`config.mk`:
```
export PLATFORM = sky130hd
export DESIGN_NAME = sql_script_tokenizer
export DESIGN_NICKNAME = d
export VERILOG_FILES = /design/src/rtl/sst_pkg.sv /design/src/rtl/sql_script_tokenizer.sv
export SDC_FILE = /design/constraint.sdc
export NUM_CORES = 1
export LEC_CHECK = 0
export BUFFER_PORTS_ARGS = -buffer_cell sky130_fd_sc_hd__buf_2
export CAP_MARGIN = 20
export CORE_ASPECT_RATIO = 1.5
export CORE_UTILIZATION = 55
export CTS_CLUSTER_SIZE = 30
export DETAILED_ROUTE_END_ITERATION = 10
export HOLD_SLACK_MARGIN = 0.02
export PLACE_DENSITY = 0.74
export SLEW_MARGIN = 20
export SYNTH_ARGS = -nofsm -noshare
export SYNTH_HDL_FRONTEND = slang
export SYNTH_SLANG_ARGS = --single-unit
```
`constraint.sdc`:
```
create_clock -name i_clk -period 5.5 [get_ports i_clk]
set_clock_uncertainty 0.05 [all_clocks]
set_input_delay 0.55 -clock i_clk [delete_from_list [all_inputs] [get_ports i_clk]]
set_output_delay 0.55 -clock i_clk [all_outputs]
set_load 0.01 [all_outputs]
```
`src/rtl/sst_pkg.sv`:
```
// ----------------------------------------------------------------------------
// sst_pkg: shared constants and types of the SQL script tokenizer
// Lexer modes, token kinds, event and error codes, brace keyword codes.
// ----------------------------------------------------------------------------
`default_nettype none

package sst_pkg;

    localparam int ModeW = 5;
    localparam logic [ModeW-1:0] M_IDLE    = 5'd0;
    localparam logic [ModeW-1:0] M_PMINUS  = 5'd1;
    localparam logic [ModeW-1:0] M_PSLASH  = 5'd2;
    localparam logic [ModeW-1:0] M_PLT     = 5'd3;
    localparam logic [ModeW-1:0] M_PGT     = 5'd4;
    localparam logic [ModeW-1:0] M_PDOT    = 5'd5;
    localparam logic [ModeW-1:0] M_LINE    = 5'd6;
    localparam logic [ModeW-1:0] M_BLK     = 5'd7;
    localparam logic [ModeW-1:0] M_BLKSTAR = 5'd8;
    localparam logic [ModeW-1:0] M_STR     = 5'd9;
    localparam logic [ModeW-1:0] M_STRQ    = 5'd10;
    localparam logic [ModeW-1:0] M_BRKW    = 5'd11;
    localparam logic [ModeW-1:0] M_BRSP1   = 5'd12;
    localparam logic [ModeW-1:0] M_BRBODY  = 5'd13;
    localparam logic [ModeW-1:0] M_BRSP2   = 5'd14;
    localparam logic [ModeW-1:0] M_NUM     = 5'd15;
    localparam logic [ModeW-1:0] M_IDENT   = 5'd16;

    localparam logic [4:0] K_NUM = 5'd0, K_STR = 5'd1, K_DATE = 5'd2, K_TS = 5'd3;
    localparam logic [4:0] K_IDENT = 5'd4, K_LPAREN = 5'd5, K_RPAREN = 5'd6;
    localparam logic [4:0] K_COMMA = 5'd7, K_SEMI = 5'd8, K_DOT = 5'd9;
    localparam logic [4:0] K_PLUS = 5'd10, K_MINUS = 5'd11, K_STAR = 5'd12;
    localparam logic [4:0] K_SLASH = 5'd13, K_PERCENT = 5'd14, K_EQ = 5'd15;
    localparam logic [4:0] K_NE = 5'd16, K_LT = 5'd17, K_LE = 5'd18;
    localparam logic [4:0] K_GT = 5'd19, K_GE = 5'd20, K_END = 5'd21;

    localparam logic [1:0] EV_PAYLOAD = 2'd0, EV_TOKEN = 2'd1, EV_ERROR = 2'd2;

    localparam logic [2:0] E_OPEN_BLK = 3'd0, E_OPEN_STR = 3'd1, E_BAD_BRACE = 3'd2;
    localparam logic [2:0] E_OPEN_BRACE = 3'd3, E_NO_BRACE = 3'd4, E_BAD_CHAR = 3'd5;

    localparam logic [2:0] BK_EMPTY = 3'd0, BK_D = 3'd1, BK_T = 3'd2, BK_TS = 3'd3;
    localparam logic [2:0] BK_BAD = 3'd4;

    localparam logic [7:0] CH_AT = 8'h40, CH_US = 8'h5F, CH_PCT = 8'h25;
    localparam logic [7:0] CH_LBR = 8'h7B, CH_RBR = 8'h7D, CH_QUOTE = 8'h27;

    // One result: event, kind, position, value, error code.
    typedef struct packed {
        logic [1:0]  ev;
        logic [4:0]  kind;
        logic [16:0] pos;
        logic [7:0]  val;
        logic [2:0]  err;
    } t_res;

    function automatic logic is_alpha(input logic [7:0] c);
        return (c >= 8'h61 && c <= 8'h7A) || (c >= 8'h41 && c <= 8'h5A);
    endfunction

    function automatic logic is_digit(input logic [7:0] c);
        return c >= 8'h30 && c <= 8'h39;
    endfunction

    function automatic logic [7:0] upcase(input logic [7:0] c);
        return (c >= 8'h61 && c <= 8'h7A) ? c - 8'd32 : c;
    endfunction

endpackage

`default_nettype wire

```
`src/rtl/sql_script_tokenizer.sv`:
```
// ----------------------------------------------------------------------------
// sql_script_tokenizer
// Streaming SQL lexer: one source byte per transaction in, payload bytes,
// token records, errors and an End token out.
// ----------------------------------------------------------------------------
// Channel   Dir  tdata fields (low bit first)                 tuser / tlast
// s_axis    in   src_byte[7:0]                                tuser req_type
// m_axis    out  kind,pos,value,upper,err (see port comment)  tuser event_res,
//                                                             tlast last_of_run
// Each input transaction is lexed by a single mode transition with one
// byte of lookahead, which decides up to two results; these are registered
// into a two-entry output buffer. Input is taken whenever the buffer will
// have room for both, so while the sink keeps up a byte is accepted every
// cycle as long as each gives at most one result, and a byte that gives two
// holds the input until the sink has taken one of them. Reset (synchronous,
// active low) returns the lexer to idle and empties the buffer. A stalled
// sink holds the head result and back-pressures input.
// ----------------------------------------------------------------------------
`default_nettype none

module sql_script_tokenizer #(
    parameter int MAX_SOURCE_BYTES = 65536
) (
    input  wire logic        i_clk,
    input  wire logic        i_rst_n,
    input  wire logic        s_axis_tvalid,
    output logic             s_axis_tready,
    input  wire logic [7:0]  s_axis_tdata,   // src_byte[7:0]
    input  wire logic        s_axis_tuser,   // req_type
    output logic             m_axis_tvalid,
    input  wire logic        m_axis_tready,
    // token_kind[4:0], position[21:5], value_byte[29:22], upper_byte[37:30],
    // error_code[40:38], zero fill [47:41]
    output logic [47:0]      m_axis_tdata,
    output logic [1:0]       m_axis_tuser,   // event_res
    output logic             m_axis_tlast    // last_of_run
);
    import sst_pkg::*;

    localparam int OffW = $clog2(MAX_SOURCE_BYTES + 1);

    logic [ModeW-1:0] r_mode, n_mode;
    logic [OffW-1:0]  r_off, n_off;
    logic [OffW-1:0]  r_start, n_start;
    logic [2:0]       r_bk, n_bk;
    logic             r_halt, n_halt;

    t_res   r_q0, r_q1;
    logic   r_l0, r_l1;
    logic [1:0] r_cnt;

    t_res   res0, res1;
    logic [1:0] nres;
    logic   in_acc, out_acc;

    logic [7:0]  c;
    logic [16:0] pos_c, start_c;

    assign c       = s_axis_tdata;
    assign pos_c   = 17'(r_off);
    assign start_c = 17'(r_start);
    assign in_acc  = s_axis_tvalid && s_axis_tready;
    assign out_acc = m_axis_tvalid && m_axis_tready;
    // Room for two results after this cycle's pop.
    assign s_axis_tready = (r_cnt == 2'd0) || (r_cnt == 2'd1 && m_axis_tready);

    function automatic t_res mk(input logic [1:0] ev, input logic [4:0] k,
                                input logic [16:0] p, input logic [7:0] v,
                                input logic [2:0] e);
        t_res r;
        r.ev = ev; r.kind = k; r.pos = p;
        r.val = (ev == EV_PAYLOAD) ? v : 8'd0;
        r.err = (ev == EV_ERROR) ? e : 3'd0;
        return r;
    endfunction

    always_comb begin
        t_res fr;
        logic fr_v, fr_fail;
        logic [ModeW-1:0] f_mode;
        logic f_start;
        logic [4:0] bkk;
        logic [7:0] lc;
        logic do_fresh, bk_ok;
        n_mode = r_mode; n_off = r_off; n_start = r_start; n_bk = r_bk;
        n_halt = r_halt;
        res0 = '0; res1 = '0; nres = 2'd0;
        fr = '0; fr_v = 1'b0; fr_fail = 1'b0; f_mode = M_IDLE; f_start = 1'b0;
        do_fresh = 1'b0;
        bkk = (r_bk == BK_D) ? K_DATE : K_TS;
        bk_ok = (r_bk == BK_D) || (r_bk == BK_T) || (r_bk == BK_TS);
        lc = c | 8'h20;

        // Decode of a byte seen between tokens.
        unique case (c)
            8'h20, 8'h09, 8'h0D, 8'h0A: ;
            8'h2D: begin f_mode = M_PMINUS; f_start = 1'b1; end
            8'h2F: begin f_mode = M_PSLASH; f_start = 1'b1; end
            8'h3C: begin f_mode = M_PLT; f_start = 1'b1; end
            8'h3E: begin f_mode = M_PGT; f_start = 1'b1; end
            8'h2E: begin f_mode = M_PDOT; f_start = 1'b1; end
            CH_QUOTE: begin f_mode = M_STR; f_start = 1'b1; end
            CH_LBR: begin f_mode = M_BRKW; f_start = 1'b1; end
            8'h28: begin fr = mk(EV_TOKEN, K_LPAREN, pos_c, 8'd0, 3'd0); fr_v = 1'b1; end
            8'h29: begin fr = mk(EV_TOKEN, K_RPAREN, pos_c, 8'd0, 3'd0); fr_v = 1'b1; end
            8'h2C: begin fr = mk(EV_TOKEN, K_COMMA, pos_c, 8'd0, 3'd0); fr_v = 1'b1; end
            8'h3B: begin fr = mk(EV_TOKEN, K_SEMI, pos_c, 8'd0, 3'd0); fr_v = 1'b1; end
            8'h2B: begin fr = mk(EV_TOKEN, K_PLUS, pos_c, 8'd0, 3'd0); fr_v = 1'b1; end
            8'h2A: begin fr = mk(EV_TOKEN, K_STAR, pos_c, 8'd0, 3'd0); fr_v = 1'b1; end
            CH_PCT: begin fr = mk(EV_TOKEN, K_PERCENT, pos_c, 8'd0, 3'd0); fr_v = 1'b1; end
            8'h3D: begin fr = mk(EV_TOKEN, K_EQ, pos_c, 8'd0, 3'd0); fr_v = 1'b1; end
            default: begin
                if (is_digit(c)) begin
                    f_mode = M_NUM; f_start = 1'b1; fr_v = 1'b1;
                    fr = mk(EV_PAYLOAD, K_NUM, pos_c, c, 3'd0);
                end else if (is_alpha(c) || c == CH_US || c == CH_AT) begin
                    f_mode = M_IDENT; f_start = 1'b1; fr_v = 1'b1;
                    fr = mk(EV_PAYLOAD, K_IDENT, pos_c, c, 3'd0);
                end else begin
                    fr_v = 1'b1; fr_fail = 1'b1;
                    fr = mk(EV_ERROR, 5'd0, pos_c, 8'd0, E_BAD_CHAR);
                end
            end
        endcase

        if (in_acc) begin
            if (s_axis_tuser) begin
                if (!r_halt) begin
                    nres = 2'd1;
                    res0 = mk(EV_TOKEN, K_END, pos_c, 8'd0, 3'd0);
                    unique case (r_mode)
                        M_PMINUS: res0 = mk(EV_TOKEN, K_MINUS, start_c, 8'd0, 3'd0);
                        M_PSLASH: res0 = mk(EV_TOKEN, K_SLASH, start_c, 8'd0, 3'd0);
                        M_PLT:    res0 = mk(EV_TOKEN, K_LT, start_c, 8'd0, 3'd0);
                        M_PGT:    res0 = mk(EV_TOKEN, K_GT, start_c, 8'd0, 3'd0);
                        M_PDOT:   res0 = mk(EV_TOKEN, K_DOT, start_c, 8'd0, 3'd0);
                        M_STRQ:   res0 = mk(EV_TOKEN, K_STR, start_c, 8'd0, 3'd0);
                        M_NUM:    res0 = mk(EV_TOKEN, K_NUM, start_c, 8'd0, 3'd0);
                        M_IDENT:  res0 = mk(EV_TOKEN, K_IDENT, start_c, 8'd0, 3'd0);
                        M_BLK, M_BLKSTAR:
                            res0 = mk(EV_ERROR, 5'd0, start_c, 8'd0, E_OPEN_BLK);
                        M_STR:    res0 = mk(EV_ERROR, 5'd0, start_c, 8'd0, E_OPEN_STR);
                        M_BRKW, M_BRSP1:
                            res0 = mk(EV_ERROR, 5'd0, start_c, 8'd0, E_BAD_BRACE);
                        M_BRBODY: res0 = mk(EV_ERROR, 5'd0, start_c, 8'd0, E_OPEN_BRACE);
                        M_BRSP2:  res0 = mk(EV_ERROR, 5'd0, start_c, 8'd0, E_NO_BRACE);
                        default:  ;
                    endcase
                    if (res0.ev == EV_TOKEN && res0.kind != K_END) begin
                        nres = 2'd2;
                        res1 = mk(EV_TOKEN, K_END, pos_c, 8'd0, 3'd0);
                    end
                end
                n_mode = M_IDLE; n_off = '0; n_start = '0; n_bk = BK_EMPTY;
                n_halt = 1'b0;
            end else begin
                if (r_off < OffW'(MAX_SOURCE_BYTES)) n_off = r_off + 1'b1;
                if (!r_halt) begin
                    priority case (r_mode)
                        M_PMINUS: begin
                            if (c == 8'h2D) n_mode = M_LINE;
                            else begin
                                res0 = mk(EV_TOKEN, K_MINUS, start_c, 8'd0, 3'd0);
                                nres = 2'd1; do_fresh = 1'b1;
                            end
                        end
                        M_PSLASH: begin
                            if (c == 8'h2F) n_mode = M_LINE;
                            else if (c == 8'h2A) n_mode = M_BLK;
                            else begin
                                res0 = mk(EV_TOKEN, K_SLASH, start_c, 8'd0, 3'd0);
                                nres = 2'd1; do_fresh = 1'b1;
                            end
                        end
                        M_PLT: begin
                            nres = 2'd1; n_mode = M_IDLE;
                            if (c == 8'h3E) res0 = mk(EV_TOKEN, K_NE, start_c, 8'd0, 3'd0);
                            else if (c == 8'h3D)
                                res0 = mk(EV_TOKEN, K_LE, start_c, 8'd0, 3'd0);
                            else begin
                                res0 = mk(EV_TOKEN, K_LT, start_c, 8'd0, 3'd0);
                                do_fresh = 1'b1;
                            end
                        end
                        M_PGT: begin
                            nres = 2'd1; n_mode = M_IDLE;
                            if (c == 8'h3D) res0 = mk(EV_TOKEN, K_GE, start_c, 8'd0, 3'd0);
                            else begin
                                res0 = mk(EV_TOKEN, K_GT, start_c, 8'd0, 3'd0);
                                do_fresh = 1'b1;
                            end
                        end
                        M_PDOT: begin
                            nres = 2'd1;
                            if (is_digit(c)) begin
                                n_mode = M_NUM; nres = 2'd2;
                                res0 = mk(EV_PAYLOAD, K_NUM, start_c, 8'h2E, 3'd0);
                                res1 = mk(EV_PAYLOAD, K_NUM, start_c, c, 3'd0);
                            end else begin
                                res0 = mk(EV_TOKEN, K_DOT, start_c, 8'd0, 3'd0);
                                do_fresh = 1'b1;
                            end
                        end
                        M_LINE: if (c == 8'h0A) n_mode = M_IDLE;
                        M_BLK: if (c == 8'h2A) n_mode = M_BLKSTAR;
                        M_BLKSTAR: begin
                            if (c == 8'h2F) n_mode = M_IDLE;
                            else if (c != 8'h2A) n_mode = M_BLK;
                        end
                        M_STR: begin
                            if (c == CH_QUOTE) n_mode = M_STRQ;
                            else begin
                                res0 = mk(EV_PAYLOAD, K_STR, start_c, c, 3'd0);
                                nres = 2'd1;
                            end
                        end
                        M_STRQ: begin
                            nres = 2'd1;
                            if (c == CH_QUOTE) begin
                                n_mode = M_STR;
                                res0 = mk(EV_PAYLOAD, K_STR, start_c, CH_QUOTE, 3'd0);
                            end else begin
                                res0 = mk(EV_TOKEN, K_STR, start_c, 8'd0, 3'd0);
                                do_fresh = 1'b1;
                            end
                        end
                        M_BRKW, M_BRSP1: begin
                            if (r_mode == M_BRKW && is_alpha(c)) begin
                                if (r_bk == BK_EMPTY)
                                    n_bk = (lc == 8'h64) ? BK_D :
                                           ((lc == 8'h74) ? BK_T : BK_BAD);
                                else if (r_bk == BK_T && lc == 8'h73) n_bk = BK_TS;
                                else n_bk = BK_BAD;
                            end else if (c == 8'h20) n_mode = M_BRSP1;
                            else if (c == CH_QUOTE && bk_ok) n_mode = M_BRBODY;
                            else begin
                                res0 = mk(EV_ERROR, 5'd0, start_c, 8'd0, E_BAD_BRACE);
                                nres = 2'd1; n_halt = 1'b1; n_mode = M_IDLE;
                            end
                        end
                        M_BRBODY: begin
                            if (c == CH_QUOTE) n_mode = M_BRSP2;
                            else begin
                                res0 = mk(EV_PAYLOAD, bkk, start_c, c, 3'd0);
                                nres = 2'd1;
                            end
                        end
                        M_BRSP2: begin
                            if (c == CH_RBR) begin
                                res0 = mk(EV_TOKEN, bkk, start_c, 8'd0, 3'd0);
                                nres = 2'd1; n_mode = M_IDLE;
                            end else if (c != 8'h20) begin
                                res0 = mk(EV_ERROR, 5'd0, start_c, 8'd0, E_NO_BRACE);
                                nres = 2'd1; n_halt = 1'b1; n_mode = M_IDLE;
                            end
                        end
                        M_NUM: begin
                            nres = 2'd1;
                            if (is_digit(c) || c == 8'h2E)
                                res0 = mk(EV_PAYLOAD, K_NUM, start_c, c, 3'd0);
                            else begin
                                res0 = mk(EV_TOKEN, K_NUM, start_c, 8'd0, 3'd0);
                                do_fresh = 1'b1;
                            end
                        end
                        M_IDENT: begin
                            nres = 2'd1;
                            if (is_alpha(c) || is_digit(c) || c == CH_US)
                                res0 = mk(EV_PAYLOAD, K_IDENT, start_c, c, 3'd0);
                            else begin
                                res0 = mk(EV_TOKEN, K_IDENT, start_c, 8'd0, 3'd0);
                                do_fresh = 1'b1;
                            end
                        end
                        default: begin
                            do_fresh = 1'b1;
                            if (fr_v) begin res0 = fr; nres = 2'd1; end
                        end
                    endcase
                    if (do_fresh) begin
                        n_mode = f_mode;
                        if (f_start) n_start = r_off;
                        if (f_mode == M_BRKW) n_bk = BK_EMPTY;
                        if (fr_fail) n_halt = 1'b1;
                        if (nres == 2'd1 && r_mode != M_IDLE && fr_v) begin
                            res1 = fr; nres = 2'd2;
                        end
                    end
                end
            end
        end
    end

    // Two-entry output buffer; entry 0 is the head.
    always_ff @(posedge i_clk) begin
        if (!i_rst_n) begin
            r_mode <= M_IDLE; r_off <= '0; r_start <= '0; r_bk <= BK_EMPTY;
            r_halt <= 1'b0; r_cnt <= 2'd0;
        end else begin
            r_mode <= n_mode; r_off <= n_off; r_start <= n_start; r_bk <= n_bk;
            r_halt <= n_halt;
            r_cnt <= r_cnt - {1'b0, out_acc} + nres;
        end
    end

    always_ff @(posedge i_clk) begin
        logic [1:0] base;
        base = out_acc ? r_cnt - 2'd1 : r_cnt;
        if (nres != 2'd0 && base == 2'd0) begin
            r_q0 <= res0; r_l0 <= (nres == 2'd1);
            r_q1 <= res1; r_l1 <= 1'b1;
        end else if (nres != 2'd0) begin
            if (out_acc) begin r_q0 <= r_q1; r_l0 <= r_l1; end
            r_q1 <= res0; r_l1 <= 1'b1;
        end else if (out_acc) begin
            r_q0 <= r_q1; r_l0 <= r_l1;
        end
    end

    assign m_axis_tvalid = (r_cnt != 2'd0);
    assign m_axis_tuser  = r_q0.ev;
    assign m_axis_tlast  = r_l0;
    assign m_axis_tdata  = {7'd0, r_q0.err, upcase(r_q0.val), r_q0.val, r_q0.pos,
                            r_q0.kind};

    a_cnt_max: assert property (@(posedge i_clk) disable iff (!i_rst_n)
        r_cnt != 2'd3) else $error("output buffer overfilled");
    a_no_take_full: assert property (@(posedge i_clk) disable iff (!i_rst_n)
        (r_cnt == 2'd2) |-> !s_axis_tready) else $error("input taken with full buffer");
    a_halt_quiet: assert property (@(posedge i_clk) disable iff (!i_rst_n)
        r_halt |-> (nres == 2'd0)) else $error("result after error");
    a_end_rewinds: assert property (@(posedge i_clk) disable iff (!i_rst_n)
        (in_acc && s_axis_tuser) |=> (r_off == '0 && r_mode == M_IDLE && !r_halt))
        else $error("end of source did not rewind");

endmodule

`default_nettype wire
```
Yosys cells after proc, flatten, opt, wreduce, memory -nomap -nowiden
Cells that the tools add are included.
- add/sub/neg operators: 5
- magnitude comparators: 9
- eq/ne operators: 64
- mux-type cells: 139
- reductions and logical operators: 50
- operators with widths (operator ; number):
    $pmux 35 s13 ; 2
    $mux 35 ; 24
    $pmux 35 s9 ; 1
    $mux 34 ; 9
    $eq 8x6->1 const B ; 15
    $mux 17 ; 6
    $mux 5 ; 19
    $mux 30 ; 3
    $pmux 5 s12 ; 1
    $mux 28 ; 2
    $eq 5x4->1 const B ; 9
    $mux 1 ; 40
    $pmux 5 s8 ; 1
    $eq 8x7->1 const B ; 4
    $ne 4x4->1 const B ; 8
    $mux 31 ; 1
    $mux 3 ; 10
    $mux 29 ; 1
    $eq 8x4->1 const B ; 3
    $ge 8x7->1 const B ; 3
    $le 8x7->1 const B ; 3
    $mux 2 ; 12
    $eq 7x6->1 const B ; 3
    $eq 5x3->1 const B ; 4
    other kinds (40) ; 83
- register bits: 116
- input bits: 13
- output and inout bits: 53

Longest topological paths before layout
- word-level depth: 22
- depth in mapped cells: 16
- gate-level depth less buffers: 14

Worst setup path after synthesis
No wires, ideal clock.
- path kind: input -> register
- from: in s_axis_tdata[2]
- to: reg r_q1[0] (netlist name), enable pin
- setup time: 0.427 ns
- arrival: 3.743 ns
- setup slack: 1.279 ns
- stages: 9
- path through: buf_2 and4b_1 a311o_1 a221oi_2 a21oi_1 a311oi_2 o21ba_1 buf_6 nor2_1
- longest elaborated chain between the ends: 20
- elaborated cells on any way between the ends: 72
- classes of those cells: 6 x order compare; 17 x eq/ne; 34 x mux; 15 x reduce/logical
- ends and longest elaborated chain (item ; RTL line ; RTL):
    from (decl) ; sql_script_tokenizer.sv:28 ; input wire logic [7:0] s_axis_tdata,
    $ge 8x7->1 (tied with other cells) ; sst_pkg.sv:57 ; return (c >= 8'h61 && c <= 8'h7A) || (c >= 8'h41 && c <= 8'h5A);
    $logic_and 1x1->1, on equally long branches ; sst_pkg.sv:57, sql_script_tokenizer.sv:235 ;
    $logic_or 1x1->1 or $mux 1 (tied branches) ; sst_pkg.sv:57, sql_script_tokenizer.sv:235 ;
    $logic_and 1x1->1 or $mux 1 (tied branches) ; sql_script_tokenizer.sv:228, sql_script_tokenizer.sv:234 ;
    $mux 1 ; sql_script_tokenizer.sv:228 ; if (r_mode == M_BRKW && is_alpha(c)) begin
    $pmux 2 s8 ; sql_script_tokenizer.sv:159 ; priority case (r_mode)
    $mux 2 ; sql_script_tokenizer.sv:158 ; if (!r_halt) begin
    $mux 2 ; sql_script_tokenizer.sv:127 ; if (s_axis_tuser) begin
    (+4 left out) ; -- ;
    $mux 2 ; sql_script_tokenizer.sv:285 ; if (nres == 2'd1 && r_mode != M_IDLE && fr_v) begin
    $mux 2 * ; sql_script_tokenizer.sv:280 ; if (do_fresh) begin
    $mux 2 * ; sql_script_tokenizer.sv:158 ;
    $mux 2 * ; sql_script_tokenizer.sv:127 ;
    $mux 2 * ; sql_script_tokenizer.sv:126 ; if (in_acc) begin
    $reduce_bool 2->1 * ; sql_script_tokenizer.sv:309, sql_script_tokenizer.sv:312 ;
    $logic_and 1x1->1 ; sql_script_tokenizer.sv:309 ; if (nres != 2'd0 && base == 2'd0) begin
    $reduce_bool 2->1 (no source line) * ; -- ;
    to (signal assigned) ; sql_script_tokenizer.sv:311 ; r_q1 <= res1; r_l1 <= 1'b1;
    to (signal assigned) ; sql_script_tokenizer.sv:314 ; r_q1 <= res0; r_l1 <= 1'b1;
    to (decl) ; sql_script_tokenizer.sv:48 ; t_res r_q0, r_q1;
Every way passes the cells marked *; elsewhere a longest branch is shown, timed or not. The select of a mux whose other input is x is not followed.
A chain may end at the register's enable or synchronous reset.

Worst setup path after layout
- from: reg r_mode[2]
- to: reg r_q0 (netlist bit m_axis_tdata[19]) (data pin)
- longest elaborated chain between the ends: 18
- elaborated cells on any way between the ends: 59
- classes of those cells: 19 x eq/ne; 27 x mux; 13 x reduce/logical
- ends and longest elaborated chain (item ; RTL line ; RTL):
    from (decl) ; sql_script_tokenizer.sv:42 ; logic [ModeW-1:0] r_mode, n_mode;
    from (signal assigned) ; sql_script_tokenizer.sv:300 ; r_mode <= n_mode; r_off <= n_off; r_start <= n_start; r_bk <= n_bk;
    $eq 5x4->1 ; sql_script_tokenizer.sv:131, sql_script_tokenizer.sv:159, sql_script_tokenizer.sv:228 ;
    $logic_and 1x1->1 ; sql_script_tokenizer.sv:228 ;
    $mux 1 ; sql_script_tokenizer.sv:228 ;
    $pmux 2 s8 ; sql_script_tokenizer.sv:159 ;
    $mux 2 ; sql_script_tokenizer.sv:158 ;
    $mux 2 ; sql_script_tokenizer.sv:127 ;
    $mux 2 ; sql_script_tokenizer.sv:126 ;
    $eq 2x1->1 ; sql_script_tokenizer.sv:285 ;
    $logic_and 1x1->1 (2 in a row) ; sql_script_tokenizer.sv:285 ;
    $mux 2 ; sql_script_tokenizer.sv:285 ;
    $mux 2 ; sql_script_tokenizer.sv:280 ;
    $mux 2 ; sql_script_tokenizer.sv:158 ;
    $mux 2 ; sql_script_tokenizer.sv:127 ;
    $mux 2 ; sql_script_tokenizer.sv:126 ;
    $reduce_bool 2->1 ; sql_script_tokenizer.sv:309, sql_script_tokenizer.sv:312 ;
    $logic_and 1x1->1 ; sql_script_tokenizer.sv:309 ;
    $mux 35 * ; sql_script_tokenizer.sv:309 ;
    to (signal assigned) ; sql_script_tokenizer.sv:310 ; r_q0 <= res0; r_l0 <= (nres == 2'd1);
    to (signal assigned) ; sql_script_tokenizer.sv:313 ; if (out_acc) begin r_q0 <= r_q1; r_l0 <= r_l1; end
    to (signal assigned) ; sql_script_tokenizer.sv:316 ; r_q0 <= r_q1; r_l0 <= r_l1;
    to (decl) ; sql_script_tokenizer.sv:48 ;
Marked as above.

==> metrics.txt <==
Final Util 0.626; path class of the lowest-slack min-delay path flop to flop; length of routed met2 wiring 12900 um; via count 6915; unrepaired setup endpoints after global routing false; WL met3 1240 um; placeable core region 0.0141 sq mm; pin count of the biggest net entering global routing 41; buffer depth of the longest clock path 2; Layout Cells excl Fill 1054; Setup Total Neg Slack 0 ns; total detailed-routing wirelength 24500 um; number of antenna violations at the first check in global routing 0; setup bufs post-CTS 0; proportion of synthesized flip-flops having asynchronous set or reset 0; Final Hold Violating Endpoints 0; CTS HTree Levels 4; outcome finished clean; Internal 2.71 mW; count of hold-fix buffers inserted at cts 0; Mapped Avg Cell Area 9.63 sq um; portion of the post-synthesis area used by sequential elements 0.381; most common flop cell mapped by yosys edfxtp_1; launching point of the worst reg2reg path r_mode[2]; clock tree from TritonCTS built; full die area 0.0150 sq mm; number of warnings reported in the yosys synthesis log 0; number of cells in the design after placement 1022; kind of critical path flop to flop; number of sinks on the clock net 116; effective utilization at floorplan 0.566; number of rows created at floorplan 53; initial detailed-routing violation count 502; top sig layer met4; buffers added on ports 58; share of power burned in registers 0.312; worst setup path startpoint r_mode[2]; worst IR drop on VDD 207 uV; slew margin rel. 0.298; min Tclk post-route 4.62 ns; Switch Pwr 1.76 mW; layout cells sized above 1 0.217; wire length of the first global-routing pass 37300 um; average wire length per cell after detail routing 23.2 um; Combinational Power Share 0.421; antenna fix cells 0; global placer's final weighted congestion 1.03; slowest cell delay on critical path 0.82 ns; most frequent cells in the layout 74 x nor2_1, 71 x edfxtp_1, 60 x nand2_1, 58 x buf_2, 45 x dfxtp_1; Num CTS Buffers 17; remaining antenna violation count after routing 0; kind of start point of the critical path flop; max capacitance violation total 0; number of different library cells in the post-synthesis netlist 93; wl on met1 8560 um; standard cell with the maximum stage delay on the critical path nor2b_1; critical path endpoint category flop; Worst Tran Pin Value 1.05 ns; share of the clock period used by the worst path after layout 0.840; number of global-route vias before repair 6655; number of top-level pins 66; largest delay contributor family on the critical path simple AND/OR/NAND/NOR gates; leakage power 3.21 nW; total of cells resized after clock tree synthesis 0; Detailed Routing Iterations Pass 1 5; Clock transition at path regs 0.07 ns; most common cell after layout, fill and taps aside nor2_1; DR vias/cell 6.56; global-route congestion overflow total 0; list of cells traversed by the critical path nor2b_1 -> nand3_1 -> a21o_1 -> a21oi_2 -> nor4_4 -> o21ba_1 -> nor2_8 -> buf_4 -> mux2_4; worst min-delay path startpoint r_bk[1]; final setup violating endpoints 0; Post-Syn Area 0.00796 sq mm; cell area power density 508 mW/mm^2; clock insertion delay at the later pin of the skew report 0.42 ns; detailed-route DRC error count 0; part of the total power dissipated in the clock network 0.267; synthesis-to-layout area growth 10.6%; net count of the finished layout 868; Post-DP HPWL 17800 um; switching portion of total power 0.394; total track usage 0.333; die width 100 um; worst-path maximum fanout 40; number of pins with negative max-slew slack in the final report 0; fmax 0.217 GHz; arrival time of the worst setup path 4.73 ns; root cell of the clock tree clkbuf_16; required time at the worst-slack endpoint 5.61 ns; die boundary height 149 um; overall power after layout 4.48 mW; EDFF count, synth 71; synthesized flop and latch total 116; Mapped Cells 827; number of buffers and inverters on the critical path 1
cell families after synthesis:
group,share of synthesized area
buffers and inverters,0.0668
XOR/XNOR,0.0218
AND/OR/NAND/NOR,0.202
adder cells (fa/ha/maj),0.0107
flip-flops,0.381
multiplexers,0.104
AO/OA/AOI/OAI,0.213
other,0.000471
area by class of cell:
type,count,area (sq um)
Clock buffer,18,429
Sequential cell,116,3030
Multi-Input combinational cell,622,4430
Clock inverter,14,201
Tap cell,192,240
Inverter,20,75.1
Fill cell,1202,5250
Timing Repair Buffer,72,395
power groups by stage:
| stage | combinational, mW | sequential, mW | clock [mW] |
|---|---|---|---|
| after global placement | 1.81 | 1.40 | 0 |
| after global routing | 2.00 | 1.43 | 1.24 |
| after floorplan | 1.30 | 1.45 | 0 |
| after CTS | 1.86 | 1.40 | 1.20 |
| after detailed placement | 1.85 | 1.41 | 0 |
| final | 1.88 | 1.40 | 1.19 |
sequential cells by signal, indices dropped and copies added (netlist names):
signal,count
m_axis_tdata,33
m_axis_tlast,1
m_axis_tuser,2
pos_c,17
r_bk,3
r_cnt,2
r_halt,1
r_mode,5
r_q1,35
r_start,17
cell usage after synthesis, types with 5 or more instances:
| cell | n | share of area |
|---|---|---|
| o211ai_1 | 10 | 0.0094 |
| o21a_1 | 8 | 0.0075 |
| a21boi_0 | 5 | 0.0047 |
| mux2_4 | 44 | 0.083 |
| nor4_1 | 6 | 0.0047 |
| nand4_1 | 14 | 0.011 |
| nand2_1 | 61 | 0.029 |
| a21oi_1 | 42 | 0.026 |
| and3_1 | 13 | 0.010 |
| mux2_2 | 5 | 0.0071 |
| and2_1 | 7 | 0.0055 |
| nand3_1 | 22 | 0.014 |
| ha_1 | 6 | 0.0094 |
| a22oi_1 | 36 | 0.034 |
| nor2_1 | 75 | 0.035 |
| edfxtp_1 | 71 | 0.27 |
| a211oi_1 | 6 | 0.0057 |
| inv_1 | 19 | 0.0090 |
| buf_2 | 16 | 0.010 |
| xnor2_1 | 6 | 0.0066 |
| nor2b_1 | 24 | 0.019 |
| o21ai_0 | 40 | 0.025 |
| nand2b_1 | 6 | 0.0047 |
| a22o_1 | 18 | 0.020 |
| a31oi_1 | 9 | 0.0071 |
| dfxtp_1 | 45 | 0.11 |
| xor2_1 | 12 | 0.013 |
| o22ai_1 | 5 | 0.0039 |
| nor3_1 | 20 | 0.013 |
| a21o_1 | 6 | 0.0057 |
| buf_4 | 15 | 0.014 |
| mux2i_1 | 11 | 0.014 |
| o31ai_1 | 8 | 0.0075 |
| o21ai_1 | 5 | 0.0031 |
| clkbuf_1 | 32 | 0.015 |
per-stage QoR:
stage | hold slack, ns | area (sq um) | setup WS [ns]
after floorplan | 0.419 | 7980 | 1.28
after global placement | 0.453 | 8170 | 1.15
after detailed placement | 0.459 | 8170 | 1.07
after CTS | 0.466 | 8800 | 1.06
after global routing | 0.512 | 8800 | 0.756
final | 0.476 | 8800 | 0.882
worst min-delay path: stages, from the launching register on:
cell     delay, ns
dfxtp_1       0.36
nand3_1       0.08
nand2_1       0.05
routing by layer:
metal | up-vias | track usage
met3 | 104 | 0.0530
met5 | - | 0
met4 | 0 | 0.245
met2 | 317 | 0.596
met1 | 3357 | 0.347
li1 | 3137 | -
worst paths after layout:
kind,cells past startpoint,endpoint,slack (ns)
max,9,m_axis_tdata[19],0.88
min,2,r_bk[1],0.48
max reg2reg,9,m_axis_tdata[19],0.88
min reg2reg,2,r_bk[1],0.48
No activity file was read; power rests on OpenSTA's default activity.
